[config.mk]
export PLATFORM = sky130hd
export DESIGN_NAME = stick_adc_to_pulse_width_core
export DESIGN_NICKNAME = d
export VERILOG_FILES = /design/src/design/sapw_pkg.sv /design/src/design/stick_adc_to_pulse_width_core.sv /design/src/design/sapw_lane.sv
export VERILOG_INCLUDE_DIRS = /design/src /design/src/design
export SDC_FILE = /design/constraint.sdc
export NUM_CORES = 1
export LEC_CHECK = 0
export BUFFER_PORTS_ARGS = -buffer_cell sky130_fd_sc_hd__buf_2
export CAP_MARGIN = 20
export CORE_UTILIZATION = 46
export DETAILED_ROUTE_END_ITERATION = 10
export HOLD_SLACK_MARGIN = 0.02
export MAX_ROUTING_LAYER = met4
export PLACE_DENSITY_LB_ADDON = 0.25
export SYNTH_ARGS = -nofsm -noshare
export SYNTH_HDL_FRONTEND = slang
export SYNTH_SLANG_ARGS = --single-unit
export TNS_END_PERCENT = 30
[constraint.sdc]
create_clock -name clk_i -period 9.75 [get_ports clk_i]
set_clock_uncertainty 0.2 [all_clocks]
set_input_delay 1.4625 -clock clk_i [delete_from_list [all_inputs] [get_ports clk_i]]
set_output_delay 1.4625 -clock clk_i [all_outputs]
set_load 0.03 [all_outputs]
[src/design/stick_adc_to_pulse_width_core_assert.svh]
// ---------------------------------------------------------------------------
// Assertion macros for the stick ADC to pulse width converter
// Concurrent assertion wrappers clocked on clk_i; removable with ASSERT_OFF.
// ---------------------------------------------------------------------------
`ifndef STICK_ADC_TO_PULSE_WIDTH_CORE_ASSERT_SVH
`define STICK_ADC_TO_PULSE_WIDTH_CORE_ASSERT_SVH

`ifndef ASSERT_OFF
// Checked only while reset is released.
`define SAPW_ASSERT(name, prop, msg) \
  name: assert property (@(posedge clk_i) disable iff (!rst_ni) prop) else $error(msg);
// Checked on every edge, reset included.
`define SAPW_ASSERT_ALWAYS(name, prop, msg) \
  name: assert property (@(posedge clk_i) prop) else $error(msg);
`else
`define SAPW_ASSERT(name, prop, msg)
`define SAPW_ASSERT_ALWAYS(name, prop, msg)
`endif

`endif

[src/design/sapw_pkg.sv]
// ---------------------------------------------------------------------------
// sapw_pkg
// Shared widths, constants, register indexes and control types.
// ---------------------------------------------------------------------------
package sapw_pkg;

  localparam int NumCh  = 4;
  localparam int AdcW   = 12;
  localparam int SumW   = 14;
  localparam int PulseW = 11;
  localparam int PhaseW = 3;
  localparam int ProdW  = 22;
  localparam int QuotW  = 10;

  localparam logic [PhaseW-1:0] PhaseFirst = 3'd1;
  localparam logic [PhaseW-1:0] PhaseLast  = 3'd5;

  localparam logic [PulseW-1:0] PulseMin  = 11'd1000;
  localparam logic [PulseW-1:0] PulseMax  = 11'd2000;
  localparam logic [ProdW-1:0]  Span      = 22'd1000;
  localparam logic [ProdW-1:0]  FullScale = 22'd4095;
  localparam logic [SumW-1:0]   Centre    = 14'd2048;

  localparam logic [AdcW-1:0] OffsetRst [NumCh] = '{12'd2048, 12'd2048, 12'd0, 12'd2048};

  typedef enum logic [1:0] {
    CFG_OFFSET_CH1 = 2'd0,
    CFG_OFFSET_CH2 = 2'd1,
    CFG_OFFSET_CH3 = 2'd2,
    CFG_OFFSET_CH4 = 2'd3
  } cfg_idx_e;

  // Pipeline advance controls shared by all lanes.
  typedef struct packed {
    logic load;  // capture the finished sums into stage one
    logic adv;   // move stage one into stage two
  } sapw_ctrl_t;

endpackage

[src/design/stick_adc_to_pulse_width_core.sv]
// ---------------------------------------------------------------------------
// stick_adc_to_pulse_width_core
// Four stick ADC channels averaged over four scans and mapped to servo pulses.
// ---------------------------------------------------------------------------
// Usage:
// The input channel (in_valid_i / in_ready_o) carries one item per scan with
// four 12-bit samples. Items run in cycles of five: the first four are summed
// per channel, the fifth is only a trigger and its samples are dropped. On the
// fifth item each average is offset, scaled to 1000..2000 us and clamped, and
// one result item leaves on the output channel (out_valid_o / out_ready_i).
// Throughput is one input item per clock unless a trigger item is held back;
// accumulation items never wait. After its trigger item is accepted, a result
// moves from stage one (the sums) through stage two (the scaled product) into
// the output register, where it is shown and can be taken.
// When the receiver stalls, the result waits in the output register and the
// two stages behind it fill; a trigger item is held back only when stage one
// cannot move. Accumulation continues meanwhile. The user writes the offset
// registers through cfg_we_i / cfg_idx_i / cfg_wdata_i only while the block
// is idle, which the block does not enforce. Reset clears the sums, restarts
// the cycle at its first item, empties the pipeline and loads default offsets.
// ---------------------------------------------------------------------------
`include "stick_adc_to_pulse_width_core_assert.svh"

module stick_adc_to_pulse_width_core (
  input  logic                                clk_i,
  input  logic                                rst_ni,
  input  logic                                cfg_we_i,
  input  logic [1:0]                          cfg_idx_i,
  input  logic [sapw_pkg::AdcW-1:0]           cfg_wdata_i,
  input  logic                                in_valid_i,
  output logic                                in_ready_o,
  input  logic [sapw_pkg::AdcW-1:0]           adc_ch1_i,
  input  logic [sapw_pkg::AdcW-1:0]           adc_ch2_i,
  input  logic [sapw_pkg::AdcW-1:0]           adc_ch3_i,
  input  logic [sapw_pkg::AdcW-1:0]           adc_ch4_i,
  output logic                                out_valid_o,
  input  logic                                out_ready_i,
  output logic [sapw_pkg::PulseW-1:0]         pulse_ch1_o,
  output logic [sapw_pkg::PulseW-1:0]         pulse_ch2_o,
  output logic [sapw_pkg::PulseW-1:0]         pulse_ch3_o,
  output logic [sapw_pkg::PulseW-1:0]         pulse_ch4_o
);

  logic [sapw_pkg::PhaseW-1:0] phase_q, phase_d;
  logic [sapw_pkg::SumW-1:0]   sums_q [sapw_pkg::NumCh];
  logic [sapw_pkg::SumW-1:0]   sums_d [sapw_pkg::NumCh];
  logic [sapw_pkg::AdcW-1:0]   offs_q [sapw_pkg::NumCh];
  logic [sapw_pkg::AdcW-1:0]   adc    [sapw_pkg::NumCh];
  logic [sapw_pkg::PulseW-1:0] lane_pulse [sapw_pkg::NumCh];
  logic [sapw_pkg::PulseW-1:0] pulse_q    [sapw_pkg::NumCh];

  logic s1_v_q, s1_v_d, s2_v_q, s2_v_d, out_v_q, out_v_d;
  logic in_fire, out_fire, trigger;
  logic out_free, s2_free, s1_free, s1_go, s2_go;

  sapw_pkg::sapw_ctrl_t ctrl;

  assign adc[0] = adc_ch1_i;
  assign adc[1] = adc_ch2_i;
  assign adc[2] = adc_ch3_i;
  assign adc[3] = adc_ch4_i;

  // Ready chain from the output register back to stage one.
  assign out_free = !out_v_q || out_ready_i;
  assign s2_go    = s2_v_q && out_free;
  assign s2_free  = !s2_v_q || out_free;
  assign s1_go    = s1_v_q && s2_free;
  assign s1_free  = !s1_v_q || s2_free;

  // Only the trigger item needs room in the pipeline.
  assign in_ready_o = (phase_q != sapw_pkg::PhaseLast) || s1_free;
  assign in_fire    = in_valid_i && in_ready_o;
  assign trigger    = in_fire && (phase_q == sapw_pkg::PhaseLast);
  assign out_fire   = out_v_q && out_ready_i;

  assign ctrl.load = trigger;
  assign ctrl.adv  = s1_go;

  // Accumulators and the position in the five-item cycle.
  always_comb begin
    phase_d = phase_q;
    for (int i = 0; i < sapw_pkg::NumCh; i++) begin
      sums_d[i] = sums_q[i];
    end
    if (trigger) begin
      phase_d = sapw_pkg::PhaseFirst;
      for (int i = 0; i < sapw_pkg::NumCh; i++) begin
        sums_d[i] = '0;
      end
    end else if (in_fire) begin
      phase_d = phase_q + 1'b1;
      for (int i = 0; i < sapw_pkg::NumCh; i++) begin
        sums_d[i] = sums_q[i] + sapw_pkg::SumW'(adc[i]);
      end
    end
  end

  always_comb begin
    s1_v_d  = trigger ? 1'b1 : (s1_go ? 1'b0 : s1_v_q);
    s2_v_d  = s1_go ? 1'b1 : (s2_go ? 1'b0 : s2_v_q);
    out_v_d = s2_go ? 1'b1 : (out_fire ? 1'b0 : out_v_q);
  end

  always_ff @(posedge clk_i or negedge rst_ni) begin
    if (!rst_ni) begin
      phase_q <= sapw_pkg::PhaseFirst;
      s1_v_q  <= 1'b0;
      s2_v_q  <= 1'b0;
      out_v_q <= 1'b0;
      for (int i = 0; i < sapw_pkg::NumCh; i++) begin
        sums_q[i] <= '0;
      end
    end else begin
      phase_q <= phase_d;
      s1_v_q  <= s1_v_d;
      s2_v_q  <= s2_v_d;
      out_v_q <= out_v_d;
      for (int i = 0; i < sapw_pkg::NumCh; i++) begin
        sums_q[i] <= sums_d[i];
      end
    end
  end

  // Offset registers; every index of the port names a register.
  always_ff @(posedge clk_i or negedge rst_ni) begin
    if (!rst_ni) begin
      for (int i = 0; i < sapw_pkg::NumCh; i++) begin
        offs_q[i] <= sapw_pkg::OffsetRst[i];
      end
    end else if (cfg_we_i) begin
      case (sapw_pkg::cfg_idx_e'(cfg_idx_i))
        sapw_pkg::CFG_OFFSET_CH1: offs_q[0] <= cfg_wdata_i;
        sapw_pkg::CFG_OFFSET_CH2: offs_q[1] <= cfg_wdata_i;
        sapw_pkg::CFG_OFFSET_CH3: offs_q[2] <= cfg_wdata_i;
        sapw_pkg::CFG_OFFSET_CH4: offs_q[3] <= cfg_wdata_i;
        default: ;
      endcase
    end
  end

  // One lane per channel. The throttle lane has no centring term.
  for (genvar g = 0; g < sapw_pkg::NumCh; g++) begin : g_lane
    sapw_lane u_lane (
      .clk_i      (clk_i),
      .ctrl_i     (ctrl),
      .centered_i (g != 2),
      .sum_i      (sums_q[g]),
      .offset_i   (offs_q[g]),
      .pulse_o    (lane_pulse[g])
    );
  end

  // Merge: all four lanes land in the output register together.
  always_ff @(posedge clk_i) begin
    if (s2_go) begin
      for (int i = 0; i < sapw_pkg::NumCh; i++) begin
        pulse_q[i] <= lane_pulse[i];
      end
    end
  end

  assign out_valid_o = out_v_q;
  assign pulse_ch1_o = pulse_q[0];
  assign pulse_ch2_o = pulse_q[1];
  assign pulse_ch3_o = pulse_q[2];
  assign pulse_ch4_o = pulse_q[3];

  `SAPW_ASSERT_ALWAYS(a_reset_state, !rst_ni |=> (phase_q == sapw_pkg::PhaseFirst && !out_v_q), "reset did not restart the cycle")
  `SAPW_ASSERT(a_phase_range, (phase_q >= sapw_pkg::PhaseFirst && phase_q <= sapw_pkg::PhaseLast), "cycle position out of range")
  `SAPW_ASSERT(a_trigger_clears, trigger |=> (phase_q == sapw_pkg::PhaseFirst && sums_q[0] == '0 && sums_q[3] == '0), "trigger did not clear the accumulators")
  `SAPW_ASSERT(a_trigger_loads, trigger |=> s1_v_q, "trigger item did not enter the pipeline")
  `SAPW_ASSERT(a_pulse_range, out_v_q |-> (pulse_q[0] >= sapw_pkg::PulseMin && pulse_q[0] <= sapw_pkg::PulseMax && pulse_q[2] >= sapw_pkg::PulseMin && pulse_q[2] <= sapw_pkg::PulseMax), "pulse outside clamp range")

endmodule

[src/design/sapw_lane.sv]
// ---------------------------------------------------------------------------
// sapw_lane
// One channel: average, offset removal, scaling by 1000/4095 and clamping.
// ---------------------------------------------------------------------------
module sapw_lane (
  input  logic                           clk_i,
  input  sapw_pkg::sapw_ctrl_t           ctrl_i,
  input  logic                           centered_i,
  input  logic [sapw_pkg::SumW-1:0]      sum_i,
  input  logic [sapw_pkg::AdcW-1:0]      offset_i,
  output logic [sapw_pkg::PulseW-1:0]    pulse_o
);

  logic [sapw_pkg::SumW-1:0]   sum_q;
  logic signed [sapw_pkg::SumW-1:0] diff;
  logic                        sat_lo_d, sat_hi_d, sat_lo_q, sat_hi_q;
  logic [sapw_pkg::ProdW-1:0]  prod_d, prod_q;
  logic [sapw_pkg::QuotW-1:0]  quot_est, quot;
  logic [sapw_pkg::ProdW-1:0]  quot_x, rem;

  // Stage one: the sum of the cycle, held until stage two is free.
  always_ff @(posedge clk_i) begin
    if (ctrl_i.load) begin
      sum_q <= sum_i;
    end
  end

  // Signed difference from the rest position; a value at or below zero ends
  // at the lower clamp, and one of 4095 or more at the upper clamp.
  assign diff = $signed({2'b00, sum_q[sapw_pkg::SumW-1:2]})
              - $signed({2'b00, offset_i})
              + $signed(centered_i ? sapw_pkg::Centre : '0);
  assign sat_lo_d = diff[sapw_pkg::SumW-1];
  assign sat_hi_d = !sat_lo_d && (diff >= $signed(sapw_pkg::SumW'(sapw_pkg::FullScale)));
  assign prod_d   = sapw_pkg::ProdW'(diff[sapw_pkg::AdcW-1:0]) * sapw_pkg::Span;

  always_ff @(posedge clk_i) begin
    if (ctrl_i.adv) begin
      prod_q   <= prod_d;
      sat_lo_q <= sat_lo_d;
      sat_hi_q <= sat_hi_d;
    end
  end

  // Stage two: divide by 4095. The shift by 12 is low by at most one, and one
  // compare of the remainder settles it.
  assign quot_est = prod_q[sapw_pkg::ProdW-1:12];
  assign quot_x   = {quot_est, 12'b0} - sapw_pkg::ProdW'(quot_est);
  assign rem      = prod_q - quot_x;
  assign quot     = (rem >= sapw_pkg::FullScale) ? quot_est + 1'b1 : quot_est;

  always_comb begin
    if (sat_hi_q) begin
      pulse_o = sapw_pkg::PulseMax;
    end else if (sat_lo_q) begin
      pulse_o = sapw_pkg::PulseMin;
    end else begin
      pulse_o = sapw_pkg::PulseMin + sapw_pkg::PulseW'(quot);
    end
  end

endmodule
== Yosys cells after proc, flatten, opt, wreduce, memory -nomap -nowiden ==
Memory sizes are Yosys's and may differ from the RTL's.
Cells that the tools add are included.

* Bits in registers: 250
* Bits in writable memories: 44
* Input bits: 67
* Output and inout bits: 46
* Logic and storage cells: 127
* Memories: 1

* Add/sub/neg operators: 28
* $mul: 4
* Magnitude comparators: 8
* Equal/unequal tests: 5
* Muxes and demuxes: 24
* Reduce and logical (&&, ||, !) cells: 29

{| class="wikitable"
|+ Memories
! memory !! depth !! width !! rd ports !! clocked after Yosys merged registers in !! write ports !! line !! text
|-
| pulse_q || 4 || 11 || 4 || 0 || 4 || stick_adc_to_pulse_width_core.sv:50 || <nowiki>logic [sapw_pkg::PulseW-1:0] pulse_q [sapw_pkg::NumCh];</nowiki>
|}

{| class="wikitable"
|+ Operator list
! operator !! number
|-
| $mux W56 || 2
|-
| $ge A22 B12 Y1 const B || 4
|-
| $mux W11 || 8
|-
| $sub A22 B10 Y22 || 4
|-
| $sub A22 B22 Y22 || 4
|-
| $mul A12 B7 Y19 const B || 4
|-
| $add A14 B12 Y14 || 4
|-
| $ge A14 B13 Y1 const B || 4
|-
| $sub A12 B12 Y13 || 4
|-
| $add A10 B10 Y11 const A || 4
|-
| $add A14 B13 Y14 const B || 3
|-
| $add A10 B1 Y10 const B || 4
|-
| $mux W10 || 4
|-
| $logic_and A1 B1 Y1 || 9
|-
| $mux W1 || 8
|-
| $reduce_and A2 Y1 || 4
|-
| $reduce_bool A2 Y1 || 4
|-
| $logic_not A1 Y1 || 7
|-
| $mux W3 || 2
|-
| $eq A2 B2 Y1 const B || 2
|-
| $logic_or A1 B1 Y1 || 4
|-
| $add A3 B1 Y3 const B || 1
|-
| $eq A3 B3 Y1 const B || 1
|-
| $ne A3 B3 Y1 const B || 1
|-
| other kinds (2) || 2
|}

== Depth between registers and ports, before layout ==
* Depth in word-level cells: 8
* Gate-level depth with buffers: 26
* Depth with buffers taken out: 26

== By module ==
From an unflattened synthesis, not the netlist that was laid out.

* Cell total of the unflattened synthesis: 2807
* Area, all modules: 27106.0 um2

{| class="wikitable"
|+ By module, submodules not included
! module !! instances !! cells each !! area an instance (um2) !! sequential area each (um2)
|-
| stick_adc_to_pulse_width_core || 1 || 665 || 7682.4 || 4078.9
|-
| sapw_lane (g_lane[2].u_lane) || 1 || 550 || 4979.8 || 991.0
|-
| sapw_lane (g_lane[0].u_lane) || 1 || 547 || 4953.5 || 991.0
|-
| sapw_lane (g_lane[1].u_lane) || 1 || 527 || 4770.8 || 991.0
|-
| sapw_lane (g_lane[3].u_lane) || 1 || 518 || 4719.5 || 991.0
|}

== Least setup slack after synthesis ==
No wires, ideal clock.

* Path kind: register to register
* Start: register offs_q[13] (netlist bit)
* End: register g_lane[2].u_lane.prod_q[21] (netlist bit), data pin
* Setup time: 261 ps
* Data arrival time: 5992 ps
* Data required time: 9289 ps
* Slack: 3297 ps
* Cell stages (with the launch flop): 26
* Path buffers: 0
* Period minus slack after synthesis: 6453 ps
* Cell sequence: dfrtp_1 -> inv_1 -> ha_1 -> nor2b_1 -> o21ai_0 -> a21boi_0 -> o21ai_0 -> a21oi_1 -> o21ai_0 -> a211oi_1 -> nor3_1 -> inv_1 -> ha_1 -> inv_1 -> fa_1 -> fa_1 -> fa_1 -> inv_1 -> ha_1 -> nand3_1 -> a211oi_1 -> o311ai_0 -> a21boi_0 -> o21a_1 -> nor4_1 -> a311o_1

* Word-level cells in the longest chain between the ends: 2

{| class="wikitable"
|+ RTL lines
! element !! line !! text
|-
| from (decl) || stick_adc_to_pulse_width_core.sv:47 || <nowiki>logic [sapw_pkg::AdcW-1:0] offs_q [sapw_pkg::NumCh];</nowiki>
|-
| from (signal, indexed assignment) || stick_adc_to_pulse_width_core.sv:128 || <nowiki>offs_q[i] <= sapw_pkg::OffsetRst[i];</nowiki>
|-
| $sub A12 B12 Y13 || sapw_lane.sv:31 || <nowiki>- $signed({2'b00, offset_i})</nowiki>
|-
| $mul A12 B7 Y19 || sapw_lane.sv:35 || <nowiki>assign prod_d = sapw_pkg::ProdW'(diff[sapw_pkg::AdcW-1:0]) * sapw_pkg::Span;</nowiki>
|-
| net g_lane[2].u_lane.prod_d, one bit || sapw_lane.sv:17 || <nowiki>logic [sapw_pkg::ProdW-1:0] prod_d, prod_q;</nowiki>
|-
| to (signal assigned) || sapw_lane.sv:39 || <nowiki>prod_q <= prod_d;</nowiki>
|-
| to (decl) || sapw_lane.sv:17 ||
|}

The timed path passes the listed nets, and every way through them passes these cells.
A chain may end at the register's enable or synchronous reset.

== Worst setup path after layout ==
Ends and elaborated chain as after synthesis.

==> results.md <==
* Post-synth cell types at 79
* Worst relative slew slack at about 32%
* Synth Flop Type: sky130_fd_sc_hd__edfxtp_1
* Worst-Skew Late Latency at ~540 ps
* Non-filler cells, final at 3597
* EDFF count, synth at about 180
* Fmax at between 100 and 150 MHz
* Routed length per instance at between 15 and 20 um
* Hold Path Class: register to register
* Port buffer count at roughly 110
* Count of routing violations after the opening detailed-route iteration at 1036
* Share of post-route cells with drive strength above 1 at under 10%
* Max Fanout on Critical Path at 6
* Post-synthesis area per instance at slightly below 10 sq um
* Sequential share of the synthesized area at 30.97%
* Dominant cell type by area after synthesis: sky130_fd_sc_hd__edfxtp_1
* Remaining design rule violation count at 0
* GR Overflow Total at 0
* Hold Buf Count CTS at 0
* Detailed Routing Iterations Pass 1 at 7
* Run status: completed
* Pin count of the biggest net entering global routing at 85
* Total count of hold-check failures in the final report at 0
* Horizontal die dimension at between 200 and 250 um
* CTS buffer count at 36
* Arrival time worst endpoint at between 7000 and 8000 ps
* Cells taking the most area after synthesis: sky130_fd_sc_hd__edfxtp_1 (20%), sky130_fd_sc_hd__ha_1 (17%), sky130_fd_sc_hd__dfrtp_1 (10%)
* Global-route wire length before repair at just over 90000 um
* Element type at the critical path start: register
* Maximum capacitance violations at 0
* Vias post-DR at 18960
* Async set or reset register ratio after synthesis at 38.46%
* Clock sinks at between 200 and 300
* Placer's final routability congestion estimate at 0.8777
* Total area of multi-input combinational cells at roughly 16000 sq um
* Row Count at 86
* Fillcell total at 4964
* Number of pins exceeding their max-slew limit in the final report at 0
* Hpwl dp at roughly 44000 um
* Final #Nets at roughly 3400
* Clock tree root buffer cell: sky130_fd_sc_hd__clkbuf_16
* CP dominant cell by count: sky130_fd_sc_hd__inv_1
* Top-count cell post-synth: sky130_fd_sc_hd__inv_1
* Setup repair after global routing missed its margin: no
* Via count of the first global-routing pass at ~19000
* Flip-flop and latch count after synthesis at approximately 290
* Period utilisation layout at around three quarters
* Largest stage delay on the critical path at between 800 and 900 ps
* Via count normalized by instance count at approximately 5.3
* Starting utilization of the core area at 46.86%
* Post-synth design cell area at 25970 sq um
* Overall routed net length at about 55000 um
* Synthesis-to-layout area growth at 10.28%
* Max Root-Sink Buffers at 3
* Worst Setup End Kind: register
* Most frequent cells after synthesis: sky130_fd_sc_hd__inv_1 (449), sky130_fd_sc_hd__ha_1 (352), sky130_fd_sc_hd__nand2_1 (185)
* Total negative slack at 0 ps
* Minimum clock period after layout at 7216 ps
* Die area at ~57000 sq um
* Die Y-Extent at ~240 um
* I/O Pins at around 110
* Initial antenna violation count at 11
* Clock transition at the register clock pins on the worst setup and hold paths after CTS at 60 ps
* Instance count of the mapped netlist at ~2700
* CTS-repair resized insts at 0
* TritonCTS clock tree: done
* Top-area cell type share of the netlist area at 20.35%
* Combined global-route utilization of all metal layers at between 20% and 30%
* Clock H-tree levels at 2
* Synthesized Nets at between 3000 and 4000
* Synth Warn # at 0
* Setup repair bufs after CTS at 0
* Cell total after placement at approximately 3500
* Final setup viols at 0
* Number of nets still failing antenna checks after routing at 0
* Footprint of the flip-flops and latches at between 8000 and 9000 sq um
* Required time worst endpoint at just under 10000 ps
* Worst slew pin tran at approximately 1000 ps
* Cell with the largest stage delay on the worst path: sky130_fd_sc_hd__nor3_1
* Placeable Area at around 55000 sq um
* Startpoint-to-endpoint class of the critical path: register to register
## per-stage QoR
stage                     area [sq um]  util, %  hold WS (ps)  setup WS [ps]
after floorplan                  25970        -         224.9           3297
after global placement           27390    49.43         232.3           2735
after detailed placement         27390    49.43         231.7           2516
after CTS                        28590    51.59         243.8           2503
after global routing             28640    51.68         263.0           1915
final                            28640    51.68         242.1           2534
## layout by cell type (no fill, tap or decap), types with 12 or more instances in the layout
master                      netlist  layout
sky130_fd_sc_hd__or3_1           19      19
sky130_fd_sc_hd__clkbuf_16        0      40
sky130_fd_sc_hd__or2_2           17      17
sky130_fd_sc_hd__a21o_1          43      43
sky130_fd_sc_hd__buf_2            1     111
sky130_fd_sc_hd__fa_1           127     127
sky130_fd_sc_hd__o21ai_0        134     134
sky130_fd_sc_hd__o21bai_1        33      33
sky130_fd_sc_hd__nand4_1         16      16
sky130_fd_sc_hd__and3_1          21      21
sky130_fd_sc_hd__and2_1          14      12
sky130_fd_sc_hd__o41ai_1         13      13
sky130_fd_sc_hd__edfxtp_1       176     176
sky130_fd_sc_hd__a21oi_1        134     134
sky130_fd_sc_hd__o21a_1          22      22
sky130_fd_sc_hd__a21boi_0        13      13
sky130_fd_sc_hd__mux2_2          40      40
sky130_fd_sc_hd__dfrtp_1        106     106
sky130_fd_sc_hd__o31ai_1         22      22
sky130_fd_sc_hd__mux2i_1         14      14
sky130_fd_sc_hd__nand2_1        185     184
sky130_fd_sc_hd__inv_1          449     449
sky130_fd_sc_hd__nor2b_1         25      25
sky130_fd_sc_hd__ha_1           352     352
sky130_fd_sc_hd__nor4_1          13      13
sky130_fd_sc_hd__nor2_1         135     134
sky130_fd_sc_hd__xor2_1          63      63
sky130_fd_sc_hd__nand2b_1        20      20
sky130_fd_sc_hd__a211oi_1        21      21
sky130_fd_sc_hd__nand3_1         48      48
sky130_fd_sc_hd__a31oi_1         16      16
sky130_fd_sc_hd__nor3_1          59      59
sky130_fd_sc_hd__xnor2_1        158     158
## worst max-delay path: cells and delay by family, from the launching register on
kind	cells	cell delay [ps]
AND/OR/NAND/NOR	4	1120
adder cells (fa/ha/maj)	6	2450
flip-flops	1	380
AO/OA/AOI/OAI	11	2490
buffers and inverters	4	340
## flip-flops by register name, summed over array words and instances (netlist names)
name,count
sums_q,56
g_lane.u_lane.sat_hi_q,4
g_lane.u_lane.sat_lo_q,4
pulse_q,44
g_lane.u_lane.prod_q,76
phase_q,3
s2_v_q,1
g_lane.u_lane.sum_q,48
offs_q,48
out_valid_o,1
s1_v_q,1
## cells by family after synthesis
logic type	synth area share, %
adder cells (fa/ha/maj)	26.83
AO/OA/AOI/OAI	13.97
flip-flops	30.97
AND/OR/NAND/NOR	11.39
multiplexers	2.274
XOR/XNOR	7.517
buffers and inverters	7.045
## worst paths after layout
check	startpoint	endpoint	slack, ps	cells past startpoint
setup / recovery	offs_q[13]$_DFFE_PN0P_	g_lane[2].u_lane.prod_q[21]$_DFFE_PP_	2530	25
max in group asynchronous	rst_ni	sums_q[13]$_DFFE_PN0P_	7320	2
hold / removal	sums_q[55]$_DFFE_PN0P_	g_lane[0].u_lane.sum_q[13]$_DFFE_PP_	240	0
min in group asynchronous	rst_ni	sums_q[53]$_DFFE_PN0P_	770	1
hold reg to reg	sums_q[55]$_DFFE_PN0P_	g_lane[0].u_lane.sum_q[13]$_DFFE_PP_	240	0
setup reg to reg	offs_q[13]$_DFFE_PN0P_	g_lane[2].u_lane.prod_q[21]$_DFFE_PP_	2530	25
## cell type report
cell class                 instances  share of cell area, %
tap                              748                  3.268
sequential                       286                  28.09
antenna                            9                0.07865
clock buffer                      46                  3.644
timing repair buffer             120                  2.246
inverter                         449                  5.885
multi-input combinational       1921                  56.27
clock inverter                    18                 0.5243
## metal layers
layer,up-vias,GRT usage [%],routed length (um)
li1,9571,-,-
met1,8959,25.10,25040
met2,345,33.47,26180
met3,82,2.674,2372
met4,0,6.818,1485
met5,-,-,0
Power is not shown: default switching activity piles up to over one toggle a cycle in this logic, so the estimate is an artifact.
